--- config.mk ---
export PLATFORM = sky130hd
export DESIGN_NAME = priority_task_scheduler_queues_flat
export DESIGN_NICKNAME = d
export VERILOG_FILES = /design/src/rtl/core/ptsq_pkg.sv /design/src/rtl/core/ptsq_ifs.sv /design/src/rtl/core/priority_task_scheduler_queues.sv /design/src/rtl/core/ptsq_cell.sv /design/src/rtl/core/ptsq_chain.sv /design/src/flat_wrapper.sv
export VERILOG_INCLUDE_DIRS = /design/src /design/src/rtl/core
export SDC_FILE = /design/constraint.sdc
export NUM_CORES = 2
export LEC_CHECK = 0
export ABC_AREA = 1
export BUFFER_PORTS_ARGS = -buffer_cell sky130_fd_sc_hd__buf_2
export CAP_MARGIN = 20
export CORE_AREA = 5 5 408 410
export DETAILED_ROUTE_END_ITERATION = 8
export DIE_AREA = 0 0 413 415
export PLACE_DENSITY_LB_ADDON = 0.2
export SYNTH_ARGS = -nofsm -noshare
export SYNTH_HDL_FRONTEND = slang
export SYNTH_HIERARCHICAL = 1
export SYNTH_SLANG_ARGS = --single-unit
--- constraint.sdc ---
create_clock -name i_clk -period 4.6 [get_ports i_clk]
set_input_delay 1.15 -clock i_clk [delete_from_list [all_inputs] [get_ports i_clk]]
set_output_delay 1.15 -clock i_clk [all_outputs]
set_load 0.01 [all_outputs]
--- src/rtl/core/assert_macros.svh ---
// assertion helpers shared by the rtl
`ifndef ASSERT_MACROS_SVH
`define ASSERT_MACROS_SVH

// checked only while out of reset
`define PTSQ_ASSERT(lbl, clk, rst_n, prop) \
    lbl: assert property (@(posedge clk) disable iff (!rst_n) prop) \
        else $error("ptsq assertion failed");

// checked at every edge, reset included
`define PTSQ_ASSERT_ALWAYS(lbl, clk, prop) \
    lbl: assert property (@(posedge clk) prop) \
        else $error("ptsq assertion failed");

`endif

--- src/rtl/core/ptsq_pkg.sv ---
package ptsq_pkg;

    localparam int QUEUE_DEPTH   = 16;
    localparam int TASK_ID_BITS  = 8;
    localparam int PRIORITY_BITS = 8;

    typedef enum logic {
        OP_ENQUEUE = 1'b0,
        OP_PICK    = 1'b1
    } t_opcode;

    typedef enum logic [1:0] {
        SRC_NONE   = 2'd0,
        SRC_MAIN   = 2'd1,
        SRC_SHARED = 2'd2,
        SRC_LOCAL  = 2'd3
    } t_source;

    // one queue slot
    typedef struct packed {
        logic [PRIORITY_BITS-1:0] prio;
        logic [TASK_ID_BITS-1:0]  id;
    } t_entry;

    // what a cell shows its neighbors
    typedef struct packed {
        logic   valid;
        logic   place;
        t_entry entry;
    } t_cell_view;

    // command broadcast to every cell of a chain
    typedef struct packed {
        logic   ins;
        logic   pop;
        t_entry new_entry;
    } t_chain_ctl;

    // status of a chain seen by the top level
    typedef struct packed {
        logic   first_valid;
        logic   second_valid;
        logic   full;
        t_entry head;
    } t_chain_status;

endpackage

--- src/rtl/core/ptsq_ifs.sv ---
// request channel
interface ptsq_req_if
    import ptsq_pkg::*;
();
    logic                     valid;
    logic                     ready;
    t_opcode                  opcode;
    logic [TASK_ID_BITS-1:0]  task_id;
    logic [PRIORITY_BITS-1:0] priority_req;
    logic                     run_on_main;
    logic                     pinned;
    logic                     requester_is_main;

    modport source (output valid, opcode, task_id, priority_req, run_on_main, pinned,
                    requester_is_main, input ready);
    modport sink (input valid, opcode, task_id, priority_req, run_on_main, pinned,
                  requester_is_main, output ready);
endinterface

// result channel
interface ptsq_res_if
    import ptsq_pkg::*;
();
    logic                    valid;
    logic                    ready;
    logic                    granted;
    logic [TASK_ID_BITS-1:0] granted_task;
    t_source                 source_queue;
    logic                    any_ready;
    logic                    dropped;

    modport source (output valid, granted, granted_task, source_queue, any_ready, dropped,
                    input ready);
    modport sink (input valid, granted, granted_task, source_queue, any_ready, dropped,
                  output ready);
endinterface

--- src/rtl/core/priority_task_scheduler_queues.sv ---
// channel   dir  modport  payload
// i_task    in   sink     opcode, task_id, priority_req, run_on_main, pinned, requester_is_main
// o_result  out  source   granted, granted_task, source_queue, any_ready, dropped
//
// one item per cycle while the output register is free or being taken: the queue cells update in
// the cycle an item is accepted and the result lands in a single output register
// each queue is a row of cells that shifts on insert or pop
// i_rst_n is synchronous, active low; all queues come up empty, no clearing pass
// a stalled result blocks i_task only while the output register is full and not taken
`include "assert_macros.svh"

module priority_task_scheduler_queues
    import ptsq_pkg::*;
(
    input  logic        i_clk,
    input  logic        i_rst_n,
    ptsq_req_if.sink    i_task,
    ptsq_res_if.source  o_result
);

    t_chain_ctl    main_ctl, shared_ctl, local_ctl;
    t_chain_status main_st, shared_st, local_st;

    logic    accept;
    logic    is_enq;
    logic    is_pick;
    logic    to_local, to_main, to_shared;
    logic    pick_main, pick_shared, pick_local;
    logic    ins_main, ins_shared, ins_local;
    logic    main_after, shared_after, local_after;
    t_entry  new_entry;

    logic                    r_valid;
    logic                    r_granted;
    logic [TASK_ID_BITS-1:0] r_task;
    t_source                 r_source;
    logic                    r_any_ready;
    logic                    r_dropped;
    logic                    n_granted;
    logic [TASK_ID_BITS-1:0] n_task;
    t_source                 n_source;
    logic                    n_dropped;

    // no word is taken while reset is held
    assign i_task.ready = i_rst_n && (!r_valid || o_result.ready);
    assign accept       = i_task.valid && i_task.ready;
    assign is_enq       = accept && (i_task.opcode == OP_ENQUEUE);
    assign is_pick      = accept && (i_task.opcode == OP_PICK);

    // enqueue routing, pinned wins over run_on_main
    assign to_local  = i_task.pinned;
    assign to_main   = !i_task.pinned && i_task.run_on_main;
    assign to_shared = !i_task.pinned && !i_task.run_on_main;

    assign ins_main   = is_enq && to_main   && !main_st.full;
    assign ins_shared = is_enq && to_shared && !shared_st.full;
    assign ins_local  = is_enq && to_local  && !local_st.full;

    // pick order: main-only for a main requester, then shared, then local
    assign pick_main   = is_pick && i_task.requester_is_main && main_st.first_valid;
    assign pick_shared = is_pick && !pick_main && shared_st.first_valid;
    assign pick_local  = is_pick && !pick_main && !pick_shared && local_st.first_valid;

    assign new_entry = '{prio: i_task.priority_req, id: i_task.task_id};

    // local fifo is a chain with every priority equal, so inserts land at the tail
    assign main_ctl   = '{ins: ins_main,   pop: pick_main,   new_entry: new_entry};
    assign shared_ctl = '{ins: ins_shared, pop: pick_shared, new_entry: new_entry};
    assign local_ctl  = '{ins: ins_local,  pop: pick_local,
                          new_entry: '{prio: '0, id: i_task.task_id}};

    ptsq_chain u_main (
        .i_clk    (i_clk),
        .i_rst_n  (i_rst_n),
        .i_ctl    (main_ctl),
        .o_status (main_st)
    );

    ptsq_chain u_shared (
        .i_clk    (i_clk),
        .i_rst_n  (i_rst_n),
        .i_ctl    (shared_ctl),
        .o_status (shared_st)
    );

    ptsq_chain u_local (
        .i_clk    (i_clk),
        .i_rst_n  (i_rst_n),
        .i_ctl    (local_ctl),
        .o_status (local_st)
    );

    // occupancy after this step
    assign main_after   = ins_main   || (pick_main   ? main_st.second_valid
                                                     : main_st.first_valid);
    assign shared_after = ins_shared || (pick_shared ? shared_st.second_valid
                                                     : shared_st.first_valid);
    assign local_after  = ins_local  || (pick_local  ? local_st.second_valid
                                                     : local_st.first_valid);

    // result word
    always_comb begin
        n_granted = 1'b0;
        n_task    = '0;
        n_source  = SRC_NONE;
        n_dropped = 1'b0;
        if (pick_main) begin
            n_granted = 1'b1;
            n_task    = main_st.head.id;
            n_source  = SRC_MAIN;
        end else if (pick_shared) begin
            n_granted = 1'b1;
            n_task    = shared_st.head.id;
            n_source  = SRC_SHARED;
        end else if (pick_local) begin
            n_granted = 1'b1;
            n_task    = local_st.head.id;
            n_source  = SRC_LOCAL;
        end else if (is_enq) begin
            n_dropped = (to_main   && main_st.full)   ||
                        (to_shared && shared_st.full) ||
                        (to_local  && local_st.full);
        end
    end

    // output register valid
    always_ff @(posedge i_clk) begin
        if (!i_rst_n) begin
            r_valid <= 1'b0;
        end else if (accept) begin
            r_valid <= 1'b1;
        end else if (o_result.ready) begin
            r_valid <= 1'b0;
        end
    end

    // output register payload
    always_ff @(posedge i_clk) begin
        if (accept) begin
            r_granted   <= n_granted;
            r_task      <= n_task;
            r_source    <= n_source;
            r_any_ready <= main_after || shared_after || local_after;
            r_dropped   <= n_dropped;
        end
    end

    assign o_result.valid        = r_valid;
    assign o_result.granted      = r_granted;
    assign o_result.granted_task = r_task;
    assign o_result.source_queue = r_source;
    assign o_result.any_ready    = r_any_ready;
    assign o_result.dropped      = r_dropped;

    // a pick while the shared or local queue holds a task is always served
    `PTSQ_ASSERT(a_pick_served, i_clk, i_rst_n,
        (is_pick && (shared_st.first_valid || local_st.first_valid))
            |=> (r_valid && r_granted))
    // an empty-handed result carries no task and no source
    `PTSQ_ASSERT(a_no_grant_clean, i_clk, i_rst_n,
        (r_valid && !r_granted) |-> (r_task == '0 && r_source == SRC_NONE))
    // an enqueue never grants and a pick never drops
    `PTSQ_ASSERT(a_enq_no_grant, i_clk, i_rst_n,
        accept |=> ($past(i_task.opcode) == OP_ENQUEUE) ? !r_granted : !r_dropped)

endmodule

--- src/rtl/core/ptsq_cell.sv ---
module ptsq_cell
    import ptsq_pkg::*;
(
    input  logic       i_clk,
    input  logic       i_rst_n,
    input  t_chain_ctl i_ctl,
    input  t_cell_view i_left,
    input  t_cell_view i_right,
    output t_cell_view o_view
);

    logic   r_valid;
    logic   n_valid;
    t_entry r_entry;
    t_entry n_entry;
    logic   place;

    // new entry belongs here or ahead: slot empty or strictly lower priority
    assign place = !r_valid || (r_entry.prio < i_ctl.new_entry.prio);

    // shift toward head on pop, toward tail behind the insert point
    always_comb begin
        n_valid = r_valid;
        n_entry = r_entry;
        if (i_ctl.pop) begin
            n_valid = i_right.valid;
            n_entry = i_right.entry;
        end else if (i_ctl.ins && place) begin
            if (i_left.place) begin
                n_valid = i_left.valid;
                n_entry = i_left.entry;
            end else begin
                n_valid = 1'b1;
                n_entry = i_ctl.new_entry;
            end
        end
    end

    always_ff @(posedge i_clk) begin
        if (!i_rst_n) begin
            r_valid <= 1'b0;
        end else begin
            r_valid <= n_valid;
        end
    end

    always_ff @(posedge i_clk) begin
        r_entry <= n_entry;
    end

    assign o_view = '{valid: r_valid, place: place, entry: r_entry};

endmodule

--- src/rtl/core/ptsq_chain.sv ---
`include "assert_macros.svh"

module ptsq_chain
    import ptsq_pkg::*;
(
    input  logic          i_clk,
    input  logic          i_rst_n,
    input  t_chain_ctl    i_ctl,
    output t_chain_status o_status
);

    t_cell_view                views [QUEUE_DEPTH];
    logic [QUEUE_DEPTH-1:0]    occ;

    // row of cells, head at index zero
    for (genvar i = 0; i < QUEUE_DEPTH; i++) begin : g_cell
        t_cell_view left_view;
        t_cell_view right_view;

        if (i == 0) begin : g_head
            assign left_view = '{valid: 1'b0, place: 1'b0, entry: '0};
        end else begin : g_mid_l
            assign left_view = views[i-1];
        end

        if (i == QUEUE_DEPTH - 1) begin : g_tail
            assign right_view = '{valid: 1'b0, place: 1'b1, entry: '0};
        end else begin : g_mid_r
            assign right_view = views[i+1];
        end

        ptsq_cell u_cell (
            .i_clk   (i_clk),
            .i_rst_n (i_rst_n),
            .i_ctl   (i_ctl),
            .i_left  (left_view),
            .i_right (right_view),
            .o_view  (views[i])
        );

        assign occ[i] = views[i].valid;
    end

    assign o_status = '{first_valid:  views[0].valid,
                        second_valid: views[1].valid,
                        full:         views[QUEUE_DEPTH-1].valid,
                        head:         views[0].entry};

    // occupied cells always form an unbroken run from the head
    `PTSQ_ASSERT(a_occ_packed, i_clk, i_rst_n, ((occ & (occ + 1'b1)) == '0))
    // an insert into a non-full chain adds exactly one entry
    `PTSQ_ASSERT(a_ins_grows, i_clk, i_rst_n,
        (i_ctl.ins && !i_ctl.pop && !occ[QUEUE_DEPTH-1])
            |=> ($countones(occ) == $past($countones(occ)) + 1))
    // a pop of a non-empty chain removes exactly one entry
    `PTSQ_ASSERT(a_pop_shrinks, i_clk, i_rst_n,
        (i_ctl.pop && occ[0]) |=> ($countones(occ) + 1 == $past($countones(occ))))

endmodule

--- src/flat_wrapper.sv ---
// flat-port wrapper written by rule: the top's interface ports become plain ports
module priority_task_scheduler_queues_flat import ptsq_pkg::*;
  (i_clk, i_rst_n, i_task_valid, i_task_opcode, i_task_task_id, i_task_priority_req, i_task_run_on_main, i_task_pinned, i_task_requester_is_main, i_task_ready, o_result_valid, o_result_granted, o_result_granted_task, o_result_source_queue, o_result_any_ready, o_result_dropped, o_result_ready);
  ptsq_req_if i_task_i ();
  ptsq_res_if o_result_i ();
  input  logic i_clk;
  input  logic i_rst_n;
  input wire logic [$bits(i_task_i.valid)-1:0] i_task_valid;
  input wire logic [$bits(i_task_i.opcode)-1:0] i_task_opcode;
  input wire logic [$bits(i_task_i.task_id)-1:0] i_task_task_id;
  input wire logic [$bits(i_task_i.priority_req)-1:0] i_task_priority_req;
  input wire logic [$bits(i_task_i.run_on_main)-1:0] i_task_run_on_main;
  input wire logic [$bits(i_task_i.pinned)-1:0] i_task_pinned;
  input wire logic [$bits(i_task_i.requester_is_main)-1:0] i_task_requester_is_main;
  output wire logic [$bits(i_task_i.ready)-1:0] i_task_ready;
  output wire logic [$bits(o_result_i.valid)-1:0] o_result_valid;
  output wire logic [$bits(o_result_i.granted)-1:0] o_result_granted;
  output wire logic [$bits(o_result_i.granted_task)-1:0] o_result_granted_task;
  output wire logic [$bits(o_result_i.source_queue)-1:0] o_result_source_queue;
  output wire logic [$bits(o_result_i.any_ready)-1:0] o_result_any_ready;
  output wire logic [$bits(o_result_i.dropped)-1:0] o_result_dropped;
  input wire logic [$bits(o_result_i.ready)-1:0] o_result_ready;
  assign i_task_i.valid = i_task_valid;
  assign i_task_i.opcode = i_task_opcode;
  assign i_task_i.task_id = i_task_task_id;
  assign i_task_i.priority_req = i_task_priority_req;
  assign i_task_i.run_on_main = i_task_run_on_main;
  assign i_task_i.pinned = i_task_pinned;
  assign i_task_i.requester_is_main = i_task_requester_is_main;
  assign i_task_ready = i_task_i.ready;
  assign o_result_valid = o_result_i.valid;
  assign o_result_granted = o_result_i.granted;
  assign o_result_granted_task = o_result_i.granted_task;
  assign o_result_source_queue = o_result_i.source_queue;
  assign o_result_any_ready = o_result_i.any_ready;
  assign o_result_dropped = o_result_i.dropped;
  assign o_result_i.ready = o_result_ready;
  priority_task_scheduler_queues u_core (.i_clk(i_clk), .i_rst_n(i_rst_n), .i_task(i_task_i), .o_result(o_result_i));
endmodule
After elaboration in Yosys (flattened, before gate mapping)
Cells that the tools add are included.
Widths: inputs -> output; s select.
- bits in registers: 830
- output and inout bits: 15
- word-level logic and storage cells: 711
- magnitude comparators: 48
- multiplexer cells: 281
- bitwise gates (word level): 3
- reductions and logical operators: 229
- operators by type and width (operator ; count):
    $mux 16 ; 135
    $lt 8x8->1 ; 32
    $mux 1 ; 141
    $lt 8x1->1 const B ; 16
    $reduce_bool 2->1 ; 46
    $logic_and 1x1->1 ; 69
    $logic_or 1x1->1 ; 56
    $logic_not 1->1 ; 53
    $mux 8 ; 3
    $reduce_or 2->1 ; 4
    $mux 2 ; 2
    $reduce_or 4->1 ; 1
    $not 1->1 ; 3

Logic depth before layout (Yosys ltp)
- depth after elaboration: 16
- mapped depth: 15
- depth with buffers taken out: 14

Hierarchy
The synthesis kept the hierarchy.
- modules (own cells, without submodules) (module ; times used ; cells each ; area an instance (um2) ; seq. area each (um2)):
    ptsq_cell ; 48 ; 128 ; 1088.5 ; 500.5
    priority_task_scheduler_queues ; 1 ; 95 ; 830.8 ; 410.4
    ptsq_chain ; 3 ; 2 ; 7.5 ; 0.0

Worst setup path before layout
No wires, ideal clock.
- path type: in2reg
- start: input port o_result_ready
- end: register u_core.u_local.g_cell[0].u_cell.r_entry, in the netlist u_core/u_local/g_cell[0].u_cell/o_view[0] (enable)
- data arrival time: 3.831 ns
- data required time: 4.261 ns
- setup slack: 0.430 ns
- stages on the path: 10
- buffers on the path: 2
- cells stage by stage: inv_2 nand2_2 nand4_2 a21oi_4 buf_6 nand3_2 inv_1 inv_1 clkbuf_8 nand2_2
- word-level cells in the longest chain between the ends: 13
- elaborated cells on any way between the ends: 17
- classes of those cells: 17 x reduce/logical
- RTL lines (what ; line ; text):
    from (decl) ; flat_wrapper.sv:22 ; input wire logic [$bits(o_result_i.ready)-1:0] o_result_ready;
    $logic_or 1x1->1 (*) ; priority_task_scheduler_queues.sv:45 ; assign i_task.ready = i_rst_n && (!r_valid || o_result.ready);
    $logic_and 1x1->1 (*) ; priority_task_scheduler_queues.sv:45 ;
    $logic_and 1x1->1 (*) ; priority_task_scheduler_queues.sv:46 ; assign accept = i_task.valid && i_task.ready;
    $logic_and 1x1->1 (*) ; priority_task_scheduler_queues.sv:48 ; assign is_pick = accept && (i_task.opcode == OP_PICK);
    $logic_and 1x1->1 (2 in series) ; priority_task_scheduler_queues.sv:60 ; assign pick_main = is_pick && i_task.requester_is_main && main_st.first_valid;
    $logic_not 1->1 ; priority_task_scheduler_queues.sv:61, priority_task_scheduler_queues.sv:62 ;
    $logic_and 1x1->1 (*) ; priority_task_scheduler_queues.sv:61, priority_task_scheduler_queues.sv:62 ;
    $logic_and 1x1->1 ; priority_task_scheduler_queues.sv:61 ; assign pick_shared = is_pick && !pick_main && shared_st.first_valid;
    $logic_not 1->1 ; priority_task_scheduler_queues.sv:62 ; assign pick_local = is_pick && !pick_main && !pick_shared && local_st.first_valid;
    $logic_and 1x1->1 (*) (2 in series) ; priority_task_scheduler_queues.sv:62 ;
    named net u_core.pick_local ; priority_task_scheduler_queues.sv:28 ; logic pick_main, pick_shared, pick_local;
    $reduce_bool 2->1 (no line) (*) ; -- ;
    to (signal assigned) ; ptsq_cell.sv:48 ; r_entry <= n_entry;
    to (decl) ; ptsq_cell.sv:14 ; t_entry r_entry;
Mark *: on every way through the listed nets, which the timed path passes. The rest lies on a longest branch.
A chain may end at the register's enable or synchronous reset.

Worst setup path in the final report
- start: input port i_rst_n
- end: register u_core.u_main.g_cell[10].u_cell.r_entry, in the netlist u_core/u_main/g_cell[10].u_cell/o_view[10] (enable)
- elaborated cells on any way between the ends: 10
- classes of those cells: 10 x reduce/logical
- RTL lines (what ; line ; text):
    from (decl) ; flat_wrapper.sv:7 ; input logic i_rst_n;
    $logic_and 1x1->1 ; priority_task_scheduler_queues.sv:45 ;
    $logic_and 1x1->1 ; priority_task_scheduler_queues.sv:46 ;
    $logic_and 1x1->1 ; priority_task_scheduler_queues.sv:48 ;
    $logic_and 1x1->1 (2 in series) ; priority_task_scheduler_queues.sv:60 ;
    named net u_core.pick_main ; priority_task_scheduler_queues.sv:28 ;
    $reduce_bool 2->1 (no line) ; -- ;
    to (signal assigned) ; ptsq_cell.sv:48 ;
    to (decl) ; ptsq_cell.sv:14 ;
The timed path passes the listed nets, and every way through them passes these cells.

==> results.md <==
* Routed vias/inst at about 4.9
* Leak at between 20 and 25 nW
* Critical Path End Type: register
* Hold Violations, Final at 0
* Post-Layout Cell Count at around 8600
* Clk Tree Root Cell: clkbuf_16
* Post-route design area at about 59000 um2
* Setup violators final at 0
* I/O Pins at 39
* Rel. slew slack at between 30% and 40%
* Share of layout cells above drive strength 1 at ~7.5%
* First-pass GRT wire length at about 230 mm
* Die X at 413 um
* Total die area at between 150000 and 200000 um2
* Ant diodes at 0
* Clk_lat worst skew at a little over 700 ps
* Final Util at between 30% and 40%
* Critical path class: in2reg
* Internal Power at 13.4 mW
* Status: completed
* Final Max Tran Viols at 0
* Met3 wire len at 7.45 mm
* Pin count of the biggest net entering global routing at 71
* Gpl congestion at just under 0.8
* Hold_buf cts at 0
* Postcts setup bufs at 0
* Pre-antenna DRT Iters at 5
* Total area of sequential cells at around 24000 um2
* Cell Area, Synth at 53100 um2
* Post-CTS Resized at 0
* Drt wl/cell at ~17 um
* Psw at roughly 4.3 mW
* WP data required at between 4000 and 5000 ps
* DIE HEIGHT at 415 um
* Starting Density at 32.8%
* Flop pwr share at a little under half
* Met1 Wirelength at 72.0 mm
* Multi-input logic area at 24800 um2
* Uppermost layer routed: met5
* DP Cell Count at approximately 8400
* Most frequent cells in the layout: 1318 x nand2_1, 1203 x a21oi_1, 781 x edfxtp_1
* Switching Share at 24.3%
* I/O Buffers at 38
* Combinational power share at roughly 7.4%
* Layout fillers at about 17000
* CP arrival at between 3000 and 4000 ps
* Remaining global-route overflow at 0
* DRT Wirelength at between 100 and 150 mm
* Clock Power Share at 44.9%
* Min Tclk post-route at ~3200 ps
* Final worst path period share at 70.2%
* Antenna violations before repair at 4
* Area grow syn2layout at 10.4%
* Power Dens Cells at around 300 nW/um2
* Worst reg2reg path depth at 7
* Max Buffers Root-to-Sink at 3
* Sink Count at 830
* GRT Overall Usage at ~17%
* DR WL met2 at between 60 and 70 mm
* RSZ-0062 raised after global routing: no
* H-tree Lvls at 3
* MaxCap Viol Count at 0
* Core box area at between 150000 and 200000 um2
* VDD IR max at around 0.27 mV
* Synthesized instance count at 6239
* Starting DRT DRC Count at between 3000 and 4000
* Area after DPL at between 50000 and 60000 um2
* Crit path launch type: primary input
* CTS tree: built
* Worst Tran Pin Value at between 900 and 1000 ps
* Routed Antenna Nets at 0
* Commonest non-fill, non-tap cell in the layout: nand2_1
* Syn_area_per_cell at 8.51 um2
* Setup TNS at 0 ps
* Yosys warnings at 6
* Clk slew on worst S/H paths at around 60 ps
* Worst Path Max Fanout at 70
* CTS buffer count at 100
* WHS at between 500 and 600 ps
* Hold crit path type: reg2reg
* Nets at approximately 6700
* Hold Path Stages at 1
* Clock skew at around 26 ps
* Vias at 42131
* Dpl hpwl at slightly above 100 mm
* Fmax at roughly 0.31 GHz
* Cell row count at ~150
* DR DRC count at 0
* Vias in the first global route at between 40000 and 50000
final timing paths:
kind / slack, ps / startpoint / endpoint
min reg2reg: 560 / u_core/u_local/g_cell[15].u_cell/o_view[11]$_DFFE_PP_ / u_core/u_local/g_cell[14].u_cell/o_view[11]$_DFFE_PP_
max: 1370 / i_rst_n / u_core/u_main/g_cell[10].u_cell/o_view[10]$_DFFE_PP_
min: 560 / u_core/u_local/g_cell[15].u_cell/o_view[11]$_DFFE_PP_ / u_core/u_local/g_cell[14].u_cell/o_view[11]$_DFFE_PP_
max reg2reg: 1710 / u_core/o_result.valid$_SDFFE_PN0P_ / u_core/u_main/g_cell[10].u_cell/o_view[10]$_DFFE_PP_
state kept, by name (all words and copies together) (netlist names):
signal,flops
u_core/u_local/g_cell.u_cell/o_view,256
u_core/u_main/g_cell.u_cell/o_view,256
u_core/u_shared/g_cell.u_cell/o_view,256
u_core/u_local/g_cell.u_cell/r_valid,16
u_core/u_main/g_cell.u_cell/r_valid,16
u_core/u_shared/g_cell.u_cell/r_valid,16
u_core/o_result.granted_task,8
u_core/o_result.source_queue,2
u_core/o_result.any_ready,1
u_core/o_result.dropped,1
u_core/o_result.granted,1
u_core/o_result.valid,1
final cells by class:
| class | instances | share of cell area, % |
|---|---|---|
| Tap cell | 2175 | 4.64 |
| Multi-Input combinational cell | 4675 | 42.3 |
| Clock inverter | 37 | 0.681 |
| Timing Repair Buffer | 129 | 1.73 |
| Sequential cell | 830 | 41.7 |
| Clock buffer | 149 | 4.89 |
| Inverter | 637 | 4.11 |
stage by stage:
stage | power [mW] | setup WS, ps
4_1_cts | 18.0 | 1440
2_1_floorplan | 9.47 | 430
6_report | 17.7 | 1370
5_1_grt | 18.5 | 1220
3_3_place_gp | 9.89 | 755
3_5_place_dp | 9.92 | 672
critical path, cell delays in order:
cell	delay [ps]
buf_4	260
nand3_2	160
nor2_2	150
nand3_2	140
inv_6	410
inv_1	540
nand2_2	570
layer usage:
| layer | vias to the layer above | GRT usage [%] |
|---|---|---|
| li1 | 21171 | - |
| met1 | 19853 | 24.3 |
| met2 | 955 | 26.7 |
| met3 | 148 | 2.10 |
| met4 | 4 | 3.67 |
| met5 | - | 0 |
power groups by stage:
| stage | Clock (mW) | Combinational [mW] | Sequential, mW |
|---|---|---|---|
| after detailed placement | 0 | 1.30 | 8.62 |
| after global placement | 0 | 1.27 | 8.62 |
| after floorplan | 0 | 0.908 | 8.57 |
| after global routing | 8.53 | 1.50 | 8.47 |
| final | 7.98 | 1.31 | 8.46 |
| after CTS | 8.24 | 1.30 | 8.46 |
Power figures use the tool's default switching activity.
